`config.mk`:
```
export PLATFORM = sky130hd
export DESIGN_NAME = status_led_blink_encoder
export DESIGN_NICKNAME = d
export VERILOG_FILES = /design/src/hw/rtl/slbe_pkg.sv /design/src/hw/rtl/slbe_front.sv /design/src/hw/rtl/slbe_frame_queue.sv /design/src/hw/rtl/slbe_back.sv /design/src/hw/rtl/status_led_blink_encoder.sv
export SDC_FILE = /design/constraint.sdc
export NUM_CORES = 1
export LEC_CHECK = 0
export BUFFER_PORTS_ARGS = -buffer_cell sky130_fd_sc_hd__buf_2
export CAP_MARGIN = 20
export CORE_ASPECT_RATIO = 1.2
export CORE_MARGIN = 1
export CORE_UTILIZATION = 50
export CTS_BUF_LIST = sky130_fd_sc_hd__clkbuf_4 sky130_fd_sc_hd__clkbuf_8 sky130_fd_sc_hd__clkbuf_16
export CTS_CLUSTER_DIAMETER = 80
export CTS_CLUSTER_SIZE = 16
export DETAILED_ROUTE_END_ITERATION = 7
export PLACE_DENSITY = 0.68
export SYNTH_ARGS = -nofsm -noshare
export SYNTH_HDL_FRONTEND = slang
export SYNTH_SLANG_ARGS = --single-unit
```
`constraint.sdc`:
```
create_clock -name clk -period 7.14 [get_ports clk]
set_clock_uncertainty 0.2 [all_clocks]
set_input_delay 0.357 -clock clk [delete_from_list [all_inputs] [get_ports clk]]
set_output_delay 0.357 -clock clk [all_outputs]
set_load 0.01 [all_outputs]
```
`src/hw/rtl/slbe_pkg.sv`:
```
// ----------------------------------------------------------------------------
// slbe_pkg
// Types, constants and helpers shared by the status LED encoder modules.
// ----------------------------------------------------------------------------
package slbe_pkg;

  localparam int BITS_PER_FRAME = 24;
  localparam int BIT_CNT_W      = $clog2(BITS_PER_FRAME);
  localparam int QUEUE_DEPTH    = 2;
  localparam int QUEUE_AW       = $clog2(QUEUE_DEPTH);
  localparam int QUEUE_CNT_W    = $clog2(QUEUE_DEPTH + 1);
  localparam int PULSE_W        = 4;
  localparam int CFG_INDEX_W    = 4;
  localparam int INTERVAL_W     = 16;

  localparam logic [PULSE_W-1:0] LONG_PULSE_RESET  = 4'd8;
  localparam logic [PULSE_W-1:0] SHORT_PULSE_RESET = 4'd4;

  // configuration register indexes
  localparam logic [CFG_INDEX_W-1:0] REG_LONG_PULSE  = 4'd0;
  localparam logic [CFG_INDEX_W-1:0] REG_SHORT_PULSE = 4'd1;

  typedef enum logic [1:0] {
    CMD_SOLID       = 2'd0,
    CMD_BLINK_START = 2'd1,
    CMD_BLINK_END   = 2'd2,
    CMD_TICK        = 2'd3
  } cmd_t;

  typedef logic [23:0] color_t;

  // frame request from the command front to the frame queue
  typedef struct packed {
    logic   valid;
    color_t grb;
  } frame_req_t;

  // packed red/green/blue to green/red/blue wire order
  function automatic color_t rgb_to_grb(input color_t rgb);
    return {rgb[15:8], rgb[23:16], rgb[7:0]};
  endfunction

  // a zero pulse setting still lasts one tick
  function automatic logic [PULSE_W-1:0] clamp_pulse(input logic [PULSE_W-1:0] v);
    return (v == '0) ? PULSE_W'(1) : v;
  endfunction

endpackage

```
`src/hw/rtl/slbe_front.sv`:
```
// ----------------------------------------------------------------------------
// slbe_front
// Command decoder holding solid, blink and snapshot state; one request per
// accepted cycle, emitting a frame request for commands that send a frame.
// ----------------------------------------------------------------------------
module slbe_front import slbe_pkg::*; (
  input  logic                  clk,
  input  logic                  rst,
  input  logic                  accept,
  input  logic [1:0]            command,
  input  logic [7:0]            red,
  input  logic [7:0]            green,
  input  logic [7:0]            blue,
  input  logic [INTERVAL_W-1:0] blink_interval,
  output frame_req_t            frame_req
);

  logic                  blink_active, blink_active_next;
  logic                  phase_on, phase_on_next;
  color_t                solid_color, solid_color_next;
  color_t                flash_color, flash_color_next;
  logic [INTERVAL_W-1:0] flash_interval, flash_interval_next;
  logic [INTERVAL_W-1:0] elapsed_ms, elapsed_ms_next;
  logic                  snap_valid, snap_valid_next;
  logic                  snap_blinking, snap_blinking_next;
  logic [INTERVAL_W-1:0] snap_interval, snap_interval_next;
  color_t                snap_color, snap_color_next;

  color_t                in_color;
  logic [INTERVAL_W-1:0] elapsed_inc;
  logic                  send;
  color_t                send_color;

  assign in_color    = {red, green, blue};
  assign elapsed_inc = (elapsed_ms == '1) ? elapsed_ms : elapsed_ms + INTERVAL_W'(1);

  // command decode and state update
  always_comb begin
    blink_active_next   = blink_active;
    phase_on_next       = phase_on;
    solid_color_next    = solid_color;
    flash_color_next    = flash_color;
    flash_interval_next = flash_interval;
    elapsed_ms_next     = elapsed_ms;
    snap_valid_next     = snap_valid;
    snap_blinking_next  = snap_blinking;
    snap_interval_next  = snap_interval;
    snap_color_next     = snap_color;
    send                = 1'b0;
    send_color          = '0;
    case (cmd_t'(command))
      CMD_SOLID: begin
        blink_active_next = 1'b0;
        solid_color_next  = in_color;
        send              = 1'b1;
        send_color        = in_color;
      end
      CMD_BLINK_START: begin
        snap_blinking_next = blink_active;
        if (blink_active) begin
          snap_interval_next = flash_interval;
          snap_color_next    = flash_color;
        end else begin
          snap_color_next    = solid_color;
        end
        snap_valid_next     = 1'b1;
        flash_interval_next = blink_interval;
        flash_color_next    = in_color;
        elapsed_ms_next     = '0;
        phase_on_next       = 1'b0;
        blink_active_next   = 1'b1;
        send                = 1'b1;
      end
      CMD_BLINK_END: begin
        blink_active_next = 1'b0;
        if (snap_valid) begin
          send = 1'b1;
          if (snap_blinking) begin
            flash_interval_next = snap_interval;
            flash_color_next    = snap_color;
            elapsed_ms_next     = '0;
            phase_on_next       = 1'b0;
            blink_active_next   = 1'b1;
          end else begin
            solid_color_next = snap_color;
            send_color       = snap_color;
          end
        end
      end
      CMD_TICK: begin
        if (blink_active) begin
          if (elapsed_inc >= flash_interval) begin
            elapsed_ms_next = '0;
            phase_on_next   = ~phase_on;
            send            = 1'b1;
            send_color      = phase_on ? '0 : flash_color;
          end else begin
            elapsed_ms_next = elapsed_inc;
          end
        end
      end
      default: begin
        send = 1'b0;
      end
    endcase
  end

  // state registers
  always_ff @(posedge clk) begin
    if (rst) begin
      blink_active   <= 1'b0;
      phase_on       <= 1'b0;
      solid_color    <= '0;
      flash_color    <= '0;
      flash_interval <= '0;
      elapsed_ms     <= '0;
      snap_valid     <= 1'b0;
      snap_blinking  <= 1'b0;
      snap_interval  <= '0;
      snap_color     <= '0;
    end else if (accept) begin
      blink_active   <= blink_active_next;
      phase_on       <= phase_on_next;
      solid_color    <= solid_color_next;
      flash_color    <= flash_color_next;
      flash_interval <= flash_interval_next;
      elapsed_ms     <= elapsed_ms_next;
      snap_valid     <= snap_valid_next;
      snap_blinking  <= snap_blinking_next;
      snap_interval  <= snap_interval_next;
      snap_color     <= snap_color_next;
    end
  end

  // frame request toward the queue
  assign frame_req.valid = accept & send;
  assign frame_req.grb   = rgb_to_grb(send_color);

endmodule

```
`src/hw/rtl/slbe_frame_queue.sv`:
```
// ----------------------------------------------------------------------------
// slbe_frame_queue
// Short queue of pending frame colors between the command front and the
// symbol serializer.
// ----------------------------------------------------------------------------
module slbe_frame_queue import slbe_pkg::*; (
  input  logic       clk,
  input  logic       rst,
  input  frame_req_t wr_req,
  output logic       full,
  input  logic       rd_en,
  output logic       rd_avail,
  output color_t     rd_grb
);

  color_t                 slots [QUEUE_DEPTH];
  logic [QUEUE_AW-1:0]    wr_ptr;
  logic [QUEUE_AW-1:0]    rd_ptr;
  logic [QUEUE_CNT_W-1:0] count;
  logic                   do_wr;
  logic                   do_rd;

  assign full     = (count == QUEUE_CNT_W'(QUEUE_DEPTH));
  assign rd_avail = (count != '0);
  assign rd_grb   = slots[rd_ptr];
  assign do_wr    = wr_req.valid & ~full;
  assign do_rd    = rd_en & rd_avail;

  // pointers and fill count
  always_ff @(posedge clk) begin
    if (rst) begin
      wr_ptr <= '0;
      rd_ptr <= '0;
      count  <= '0;
    end else begin
      if (do_wr) wr_ptr <= wr_ptr + QUEUE_AW'(1);
      if (do_rd) rd_ptr <= rd_ptr + QUEUE_AW'(1);
      case ({do_wr, do_rd})
        2'b10:   count <= count + QUEUE_CNT_W'(1);
        2'b01:   count <= count - QUEUE_CNT_W'(1);
        default: count <= count;
      endcase
    end
  end

  // slot storage
  always_ff @(posedge clk) begin
    if (do_wr) slots[wr_ptr] <= wr_req.grb;
  end

endmodule

```
`src/hw/rtl/slbe_back.sv`:
```
// ----------------------------------------------------------------------------
// slbe_back
// Symbol serializer: shifts a frame out one bit symbol per cycle into the
// result register while free, using the pulse-length configuration registers.
// ----------------------------------------------------------------------------
module slbe_back import slbe_pkg::*; (
  input  logic                   clk,
  input  logic                   rst,
  input  logic                   cfg_valid,
  input  logic [CFG_INDEX_W-1:0] cfg_index,
  input  logic [PULSE_W-1:0]     cfg_data,
  input  logic                   q_avail,
  input  color_t                 q_grb,
  output logic                   q_pop,
  input  logic                   pop,
  output logic                   empty,
  output logic [PULSE_W-1:0]     high_ticks,
  output logic [PULSE_W-1:0]     low_ticks,
  output logic                   bit_value,
  output logic                   last_symbol
);

  logic [PULSE_W-1:0]   long_pulse;
  logic [PULSE_W-1:0]   short_pulse;
  logic [PULSE_W-1:0]   long_eff;
  logic [PULSE_W-1:0]   short_eff;
  color_t               shift;
  logic [BIT_CNT_W-1:0] bit_cnt;
  logic                 busy;
  logic                 out_valid;
  logic                 slot_free;
  logic                 emit;
  logic                 at_last;

  // pulse-length registers
  always_ff @(posedge clk) begin
    if (rst) begin
      long_pulse  <= LONG_PULSE_RESET;
      short_pulse <= SHORT_PULSE_RESET;
    end else if (cfg_valid) begin
      if (cfg_index == REG_LONG_PULSE)  long_pulse  <= cfg_data;
      if (cfg_index == REG_SHORT_PULSE) short_pulse <= cfg_data;
    end
  end

  assign long_eff  = clamp_pulse(long_pulse);
  assign short_eff = clamp_pulse(short_pulse);
  assign slot_free = ~out_valid | pop;
  assign emit      = busy & slot_free;
  assign at_last   = (bit_cnt == BIT_CNT_W'(BITS_PER_FRAME - 1));
  assign q_pop     = q_avail & (~busy | (emit & at_last));

  // shift register and bit counter
  always_ff @(posedge clk) begin
    if (rst) begin
      busy    <= 1'b0;
      bit_cnt <= '0;
    end else if (q_pop) begin
      busy    <= 1'b1;
      bit_cnt <= '0;
    end else if (emit) begin
      busy    <= ~at_last;
      bit_cnt <= bit_cnt + BIT_CNT_W'(1);
    end
  end

  always_ff @(posedge clk) begin
    if (q_pop) begin
      shift <= q_grb;
    end else if (emit) begin
      shift <= {shift[BITS_PER_FRAME-2:0], 1'b0};
    end
  end

  // result register
  always_ff @(posedge clk) begin
    if (rst) begin
      out_valid <= 1'b0;
    end else if (slot_free) begin
      out_valid <= emit;
    end
  end

  always_ff @(posedge clk) begin
    if (emit) begin
      bit_value   <= shift[BITS_PER_FRAME-1];
      high_ticks  <= shift[BITS_PER_FRAME-1] ? long_eff : short_eff;
      low_ticks   <= shift[BITS_PER_FRAME-1] ? short_eff : long_eff;
      last_symbol <= at_last;
    end
  end

  assign empty = ~out_valid;

endmodule

```
`src/hw/rtl/status_led_blink_encoder.sv`:
```
// ----------------------------------------------------------------------------
// status_led_blink_encoder
// Status LED controller producing WS2812-style bit symbols with blink.
// ----------------------------------------------------------------------------
// Commands are taken one per cycle while full is low; a set solid, blink
// start, replaying blink end or toggling tick queues one frame of 24 symbols
// (green, red, blue, msb first), other commands produce nothing. A two-entry
// frame queue separates the command decoder from the serializer, which puts
// out one symbol per cycle while pop is held, so the serializer sets the
// pace of frame-sending commands. The pulse registers are read as symbols
// are formed, so write them only while the block is idle; a pulse setting
// of zero is sent as one tick. cfg_ready is always high.
// ----------------------------------------------------------------------------
module status_led_blink_encoder import slbe_pkg::*; (
  input  logic                   clk,
  input  logic                   rst,
  // command queue side
  input  logic                   push,
  output logic                   full,
  input  logic [1:0]             command,
  input  logic [7:0]             red,
  input  logic [7:0]             green,
  input  logic [7:0]             blue,
  input  logic [INTERVAL_W-1:0]  blink_interval,
  // symbol queue side
  output logic                   empty,
  input  logic                   pop,
  output logic [PULSE_W-1:0]     high_ticks,
  output logic [PULSE_W-1:0]     low_ticks,
  output logic                   bit_value,
  output logic                   last_symbol,
  // configuration writes
  input  logic                   cfg_valid,
  output logic                   cfg_ready,
  input  logic [CFG_INDEX_W-1:0] cfg_index,
  input  logic [PULSE_W-1:0]     cfg_data
);

  frame_req_t frame_req;
  logic       accept;
  logic       q_avail;
  logic       q_pop;
  color_t     q_grb;

  assign accept    = push & ~full;
  assign cfg_ready = 1'b1;

  // command decoder
  slbe_front u_front (
    .clk            (clk),
    .rst            (rst),
    .accept         (accept),
    .command        (command),
    .red            (red),
    .green          (green),
    .blue           (blue),
    .blink_interval (blink_interval),
    .frame_req      (frame_req)
  );

  // pending frames
  slbe_frame_queue u_queue (
    .clk      (clk),
    .rst      (rst),
    .wr_req   (frame_req),
    .full     (full),
    .rd_en    (q_pop),
    .rd_avail (q_avail),
    .rd_grb   (q_grb)
  );

  // symbol serializer
  slbe_back u_back (
    .clk         (clk),
    .rst         (rst),
    .cfg_valid   (cfg_valid & cfg_ready),
    .cfg_index   (cfg_index),
    .cfg_data    (cfg_data),
    .q_avail     (q_avail),
    .q_grb       (q_grb),
    .q_pop       (q_pop),
    .pop         (pop),
    .empty       (empty),
    .high_ticks  (high_ticks),
    .low_ticks   (low_ticks),
    .bit_value   (bit_value),
    .last_symbol (last_symbol)
  );

endmodule

```
==> flow_results.org, run 1 <==
** Status
- The run finished with clean final reports.

** Timing
- Final-layout worst hold slack :: ~7.3 ps
- Dividing the final minimum period by the clock period gives 65.87%.
- Worst max-slew margin expressed relative to the limit :: 27.30%
- At the pin with the least slew margin, the transition time is ~1100 ps.
- The final count of hold timing violations came to 0.
- Setup repair after global routing left no endpoint under its margin.
- Setup violators final :: 0
- Count of pins over their slew limit :: 0
- Setup TNS Final :: 0 ps
- The worst path in the final design needs a cycle of 4703 ps, including I/O delays and setup.
- For this run, the top clock speed supported by timing is 212.6 MHz.

** Worst hold path
- The min-delay analysis places its worst path in the category in -> reg.

** Finish
- Fin nets :: 1103
- The multi-input combinational cells in the finished layout cover a total of 4385 sq um.
- Finished Cell Area :: 11250 sq um
- The sequential cells in the finished layout cover a total of roughly 5300 sq um.
- Layout overhead on the synthesized area :: 11.44%
- ANT cells :: 0
- Post-route non-filler standard cell count :: 1293
- The layout has about 1.7k filler cells.
- Of the cells placed in the final design, the portion with a size suffix greater than 1 is 12.89%.

** Placement
- Cell area after placement :: 10590 sq um
- Routability-driven placement finished with a final weighted congestion of 0.8188.
- Port Buf Inserts :: 66
- The HPWL after detailed placement is between 10 and 15 mm.
- Placed Instances :: 1255

** Routing
- Remaining design rule violation count :: 0
- The first TritonRoute pass finished after 8 iterations.
- Initial drt markers :: 532
- Total wirelength of the detailed-routed design :: 20.39 mm
- Count of antenna-violating nets left after detailed routing :: 0
- Post-detailed-route wirelength per cell :: 15.77 um
- Number of vias in the routed layout :: 7212
- Post-detailed-route via-to-cell ratio :: 5.578

** GRT
- Global-route wire length before repair :: around 33 mm
- Number of global-route vias before repair :: 6597
- For this run the aggregate overflow at the end of global routing stands at 0.
- Total Routing Usage GR :: between 10% and 20%
- Pin count of the biggest net entering global routing :: 101
- The initial antenna violation count came to 0.

** CTS
- Total of cells resized after clock tree synthesis :: 0
- Clock slew at the register clock pins of the worst setup and hold paths :: ~70 ps
- Clock network latency to the later pin of the worst-skew pair :: 490 ps
- Clock tree from TritonCTS :: done
- No sink is reached through more buffers than the 3 on the longest clock path.
- TritonCTS created 18 clock buffers.
- In this run the number of H-tree levels came out at 1.
- The cell sitting at the root of the clock tree is a sky130_fd_sc_hd__clkbuf_16.
- Number of buffers added for setup after CTS :: 0
- Sinks on the clock net :: 226

** Floorplan
- Ports placed on the boundary :: 68
- For this configuration, the core starts out at a cell density of 51.28%.
- Die Area :: 20770 sq um
- Die height :: between 150 and 200 um
- Horizontal extent of the die :: 131.7 um
- Number of standard-cell rows in the floorplan :: 56
- The total area inside the core boundary comes to 19690 sq um.

** Logic synthesis
- Post-Syn Instances :: 985
- Sequential cells were found to cover around 53% of the synthesized design area.
- The most common cell in the synthesized netlist is sky130_fd_sc_hd__nor2_1.
- The number of nets handed over by synthesis was 1064.
- Syn Std Cell Area :: 10100 sq um
- Yosys warns :: 0
- Cell accounting for the most synthesized area :: sky130_fd_sc_hd__dfxtp_1
- In this run the biggest area consumer among cell types represents 28.55% of the synthesized area.
- For this run, the leading register cell type out of synthesis is sky130_fd_sc_hd__dfxtp_1.
- By area the synthesized netlist is led by sky130_fd_sc_hd__dfxtp_1, sky130_fd_sc_hd__edfxtp_1, sky130_fd_sc_hd__mux2i_1, sky130_fd_sc_hd__a211oi_1, sky130_fd_sc_hd__nor2_1.
- Mean cell area of the mapped netlist :: between 10 and 15 sq um
- After synthesis the netlist holds a flip-flop and latch count of 226.
- Share of synthesized registers carrying an async set or reset :: 0%
- After synthesis, the netlist uses 56 different library cells.
- Count of flip-flops with a built-in enable after synthesis :: 82
- Cell types with the highest counts after synthesis :: sky130_fd_sc_hd__nor2_1, sky130_fd_sc_hd__dfxtp_1, sky130_fd_sc_hd__mux2i_1, sky130_fd_sc_hd__a211oi_1, sky130_fd_sc_hd__edfxtp_1

** Worst setup path
- The largest individual stage delay along the critical path comes from the cell sky130_fd_sc_hd__o311a_2.
- At the worst endpoint, the required time is 7140 ps.
- The critical path in this run is classified as reg -> reg.
- Critical path startpoint category :: flip-flop
- In this run the worst path has a maximum fanout of 23.
- Critical path endpoint category :: flip-flop
- Number of buffer and inverter stages on the critical path :: 0
- For the worst setup path, the data arrival time is 4700 ps.
- On the worst path, the slowest cell contributes a delay of approximately 640 ps.
- Grouping stages by cell kind, the critical path spends the most delay in compound AO/OA/AOI/OAI gates.
- Critical Path, Cell by Cell :: ha_1, nand3_1, nor2_1, nand2_1, mux2_1, ha_1, and3_1, o21ai_1, a311oi_2, o311a_2, a222oi_1, nor2_1

** Flow run
- Maxcap violations :: 0

** Pwr
- The worst-case IR drop observed on VDD is 0.0001844 V.
- Power spread over the standard cell area amounts to between 200 and 300 nW/um^2.
- Summed over all cells, the static leakage comes to about 0.004 uW.
kinds of logic (layout without fill, tap and decap cells):
kind of cell    Yosys count  in the layout  share of synthesized area [%]
other cells               1              1                        0.03714
buf+inv                  98            145                          3.990
compound gates          205            205                          14.36
flops                   226            226                          52.94
xor+xnor                 28             28                          2.429
fa+ha+maj                24             24                          2.974
mux                     104            104                          10.41
simple gates            299            299                          12.86
worst reg2reg max path: cells and delay by family, from the launching register on:
| family | cells | cell delay [ps] |
|---|---|---|
| flip-flops | 1 | 430 |
| multiplexers | 1 | 440 |
| adder cells (fa/ha/maj) | 2 | 570 |
| AND/OR/NAND/NOR | 5 | 1230 |
| AO/OA/AOI/OAI | 4 | 1540 |
registers in the layout, indices dropped and copies added, names as in the netlist, 2 cells and up, named ones only:
| name | cells |
|---|---|
| u_front.flash_interval | 16 |
| u_back.long_pulse | 4 |
| u_front.flash_color | 24 |
| u_back.bit_cnt | 5 |
| u_front.solid_color | 24 |
| u_back.low_ticks | 4 |
| u_back.shift | 24 |
| u_back.short_pulse | 4 |
| u_back.high_ticks | 4 |
| u_front.snap_color | 24 |
| u_queue.count | 2 |
| u_queue.slots | 48 |
| u_front.snap_interval | 16 |
| u_front.elapsed_ms | 16 |
path summary, 6_finish.rpt:
kind	slack [ps]	from	cells past startpoint	end
setup / recovery	2440	u_front.elapsed_ms[0]	12	u_queue.slots[0][18]
hold / removal	7	blink_interval[9]	3	u_front.flash_interval[9]
setup reg to reg	2440	u_front.elapsed_ms[0]	12	u_queue.slots[0][18]
hold reg to reg	260	u_front.snap_interval[1]	2	u_front.snap_interval[1]
timing repair:
| item | 4_1_cts | 5_1_grt |
|---|---|---|
| hold buffers | 10 | 0 |
| endpoints found under the setup margin | 0 | 0 |
| hold endpoints to repair | 13 | 0 |
area by class of cell:
| cell class | count | share of cell area [%] |
|---|---|---|
| clock buffer | 27 | 4.815 |
| inverter | 29 | 0.9674 |
| multi-input combinational | 661 | 38.97 |
| sequential | 226 | 47.51 |
| clock inverter | 1 | 0.1446 |
| tap | 261 | 2.902 |
| timing repair buffer | 88 | 4.681 |
power breakdown:
part	switching [uW]	internal, uW	total, uW
Combinational	406	252	658
Sequential	87.5	1600	1680
Clock	440	528	968
Total	934	2380	3310
stage by stage:
stage | utilization, % | total power, uW | setup slack, ps
after floorplan | - | 2186 | 2522
after global placement | 53.75 | 2356 | 2498
after detailed placement | 53.81 | 2378 | 2523
after CTS | 57.15 | 3344 | 2486
after global routing | 57.15 | 3493 | 2060
final | 57.15 | 3310 | 2437
metal layers:
| layer | wire, um | global-route usage (%) |
|---|---|---|
| met5 | 0 | 0 |
| met4 | 297 | 4.928 |
| met3 | 1103 | 3.170 |
| met2 | 9230 | 30.79 |
| met1 | 9758 | 28.24 |
cells in the final DEF, fill, tap and decap left out, drive strengths merged, types with 3 or more instances in the layout:
cell / Yosys / final
ha: 24 / 24
edfxtp: 82 / 82
xnor2: 12 / 12
a21oi: 41 / 41
o21ai: 33 / 33
and3: 9 / 9
nor3: 13 / 13
nand2b: 4 / 4
nor2b: 6 / 6
nor2: 147 / 147
mux2: 8 / 8
o21a: 3 / 3
clkbuf: 51 / 27
dfxtp: 144 / 144
or3: 5 / 5
dlygate4sd3: 0 / 10
nand3: 15 / 15
nand2: 81 / 81
inv: 28 / 28
mux2i: 96 / 96
nand4: 9 / 9
buf: 18 / 78
nor4: 3 / 3
xor2: 16 / 16
a222oi: 23 / 23
a211oi: 89 / 89
Note: power is estimated with default switching activity, not from simulation.
==> inputs of run 2 (changes only) <==
PLACE_DENSITY = 0.71   (was 0.68)
clock period = 3.8 ns   (was 7.14 ns; I/O delays follow)
==> flow_results.org, run 2 (same netlist as run 1, synthesis figures left out) <==
** GRT
- The via count of the first global-routing pass came to 7245 (+9.8%).
- The maximum number of pins on one net before global-route repair was 81 (-20%).
- GR Overflow Total :: 0 (unchanged)
- Antenna violations before repair :: 0 (unchanged)
- The total global routing track utilization is 21.56% (+1.9 points).
- Global-route wire length before repair :: 36.51 mm (+9.2%)

** Finish
- The library cells used most frequently in the layout, excluding fill and tap cells, are sky130_fd_sc_hd__nor2_1, sky130_fd_sc_hd__dfxtp_1, sky130_fd_sc_hd__mux2i_1.
- The number of nets in the layout was 1200 (+8.8%).
- The number of flip-flops under the largest register name came to 48 (unchanged).
- Layout overhead on the synthesized area :: 22.47%
- Share of final-layout standard cells stronger than drive strength 1 :: 19.45% (+6.6 points)
- Most common cell after layout, fill and taps aside :: sky130_fd_sc_hd__nor2_1
- The post-route cell area came to 12370 sq um (+9.9%).
- ANT cells :: 0 (unchanged)
- Top register by number of flip-flops :: u_queue.slots
- Fraction of the core area covered by cells at the end of the flow :: 62.81% (+5.7 points)

** Worst setup path
- Critical path startpoint category :: flip-flop
- The required time of the critical path came to 4020 ps (-3120 ps).
- Worst Reg2Reg Path Length in Cells :: 16 (+4)
- Category of the most critical setup path :: reg -> reg
- Reg2Reg Capture Point :: u_queue.count[1]
- The reg-to-reg setup timing slack was 80 ps (-2360 ps).
- The arrival time at the worst endpoint is 3940 ps (-760 ps).
- Source of the critical timing path :: u_front.elapsed_ms[10]
- Startpoint of the most critical register-to-register path :: u_front.elapsed_ms[10]
- Critical-path maximum fanout :: 4 (-83%)
- STA classifies the critical path endpoint as a flip-flop.
- The critical path ends at u_queue.count[1].

** Placement
- The area after detailed placement came to 11070 sq um (+4.5%).
- The final HPWL from detailed placement came to 13.95 mm (+6.5%).
- The number of buffer cells added on primary ports was 66 (unchanged).
- The placer's final routability congestion estimate was 0.8141 (-0.57%).
- The pre-CTS setup slack is -4.948 ps (-2528 ps).

** Worst hold path
- The min-delay analysis places its worst path in the category in -> reg.

** Floorplan
- Ports placed on the boundary :: 68 (unchanged)
- Horizontal extent of the die :: 131.7 um (unchanged)
- The die footprint was 20770 sq um (unchanged).
- Area of the placeable core :: 19690 sq um (unchanged)
- Die height :: 157.7 um (unchanged)
- Number of standard-cell rows in the floorplan :: 56 (unchanged)
- Starting density of the core :: 51.28% (unchanged)

** CTS
- Total clock buffers created by CTS :: 18 (unchanged)
- The insertion delay to the later sink of the worst-skew pair is 490 ps (about the same).
- Clock Tree Buf Depth :: 3 (unchanged)
- TritonCTS built the clock tree.
- The cell sitting at the root of the clock tree is a sky130_fd_sc_hd__clkbuf_16.
- Sinks on the clock net :: 226 (unchanged)
- The maximum level of the CTS H-tree is 1 (unchanged).
- Clock slew at the register clock pins of the worst setup and hold paths :: 70 ps (about the same)

** Routing
- First drt pass iteration count :: 6 (-2)
- Remaining design rule violation count :: 0 (unchanged)
- Post-detailed-route wirelength per cell :: 16.06 um (+1.8%)
- The final antenna-violating net count came to 0 (unchanged).
- The total routed wirelength is 22.35 mm (+9.6%).
- The number of vias per cell is 5.479 (-1.8%).
- The DRC violation total after the first TritonRoute iteration was 530 (-0.38%).
- Number of vias in the routed layout :: 7627 (+5.8%)

** Timing
- Final number of hold-violating endpoints :: 0 (unchanged)
- The number of setup violations in the final report was 0 (unchanged).
- Minimum period implied by the final worst setup slack :: 3719 ps (-984.2 ps)
- The transition time at the pin with the least slew margin came to 986.9 ps (-101.1 ps).
- Count of pins over their slew limit :: 0 (unchanged)
- The headroom to the max-slew limit was 34.21% (+6.9 points).
- Final-layout worst hold slack :: 56.80 ps (+49.53 ps)
- Final Cycle Share :: 97.86% (+32 points)
- The maximum clock frequency came to 268.9 MHz (+26%).
- The setup TNS was 0 ps (unchanged).
- The worst setup slack after layout came to 81.25 ps (-2356 ps).

** Flow run
- Maxcap violations :: 0 (unchanged)

** Pwr
- The static leakage power was 0.004468 uW (+12%).
- The power density relative to cell area was 520.1 nW/um^2 (+77%).
- Peak supply drop :: 0.0003294 V (+79%)

** Status
- The flow ran to the end, and the final reports show no timing, DRC or antenna violations.
## run 2: cell count changes in the layout (fill, tap and decap cells not counted), sizes merged
cell,delta
buf,+53
clkbuf,+2
dlygate4sd3,+44
## run 2: power by group
part	leakage [uW]	total (uW)	switching (uW)	internal (uW)
clock network	0.000287	1830	827	1000
logic	0.00222	1440	843	596
registers	0.00196	3160	163	3000
total	0.00447	6430	1830	4600
## run 2: metrics by stage
step / total power [uW] / instances
6_report: 6432 / 1392
5_1_grt: 6759 / 1392
4_1_cts: 6424 / 1385
3_5_place_dp: 4569 / 1300
3_3_place_gp: 4506 / 1299
2_1_floorplan: 4137 / 985
## run 2: timing repair
item | 4_1_cts | 5_1_grt
pin swaps | 5 | 15
resized for setup | 9 | 22
hold buffers | 54 | 0
buffers inserted | 1 | 7
endpoints found under the hold margin | 127 | 0
setup endpoints to repair | 5 | 58
## run 2: worst min path at each step
| stage | startpoint | end | slack [ps] | cells after the start |
|---|---|---|---|---|
| 4_1_cts | cfg_index[1] | u_back.short_pulse[3] | 30 | 5 |
| 2_1_floorplan | cfg_data[3] | u_back.long_pulse[3] | 110 | 1 |
| 3_3_place_gp | cfg_data[3] | u_back.long_pulse[3] | 230 | 2 |
| 3_5_place_dp | cfg_data[3] | u_back.long_pulse[3] | 230 | 2 |
| 5_1_grt | push | u_front.blink_active | 100 | 4 |
| 6_report | cfg_index[1] | u_back.short_pulse[3] | 60 | 5 |
## run 2: worst max-delay path: stages, from the launching register on
cell and delay, ps:
sky130_fd_sc_hd__dfxtp_2 330, sky130_fd_sc_hd__nand4_1 100, sky130_fd_sc_hd__buf_4 170, sky130_fd_sc_hd__or4_4 480, sky130_fd_sc_hd__buf_4 150, sky130_fd_sc_hd__nand2_1 50
sky130_fd_sc_hd__mux2_2 150, sky130_fd_sc_hd__ha_1 240, sky130_fd_sc_hd__buf_4 140, sky130_fd_sc_hd__a21oi_2 120, sky130_fd_sc_hd__o21a_1 160, sky130_fd_sc_hd__inv_1 80
sky130_fd_sc_hd__or3_4 390, sky130_fd_sc_hd__a21oi_4 160, sky130_fd_sc_hd__ha_4 230, sky130_fd_sc_hd__or3_4 390, sky130_fd_sc_hd__a21oi_2 130
## run 2: cell type report
cell class / count / area, sq um
flip-flops and latches: 226 / 5368
well taps: 261 / 326.6
inverters: 29 / 108.9
clock inverters: 1 / 16.27
fillers: 1619 / 7323
multi-input cells: 661 / 4577
repair buffers: 185 / 1419
clock buffers: 29 / 550.5
## run 2: metal layers
layer  global-route usage [%]  share of wire [%]  vias up
li1                         -                  -     3848
met1                    29.97                 48     3607
met2                    35.58                 47      149
met3                    2.626                4.0       23
met4                    5.814                1.3        0
met5                        0                  0        -
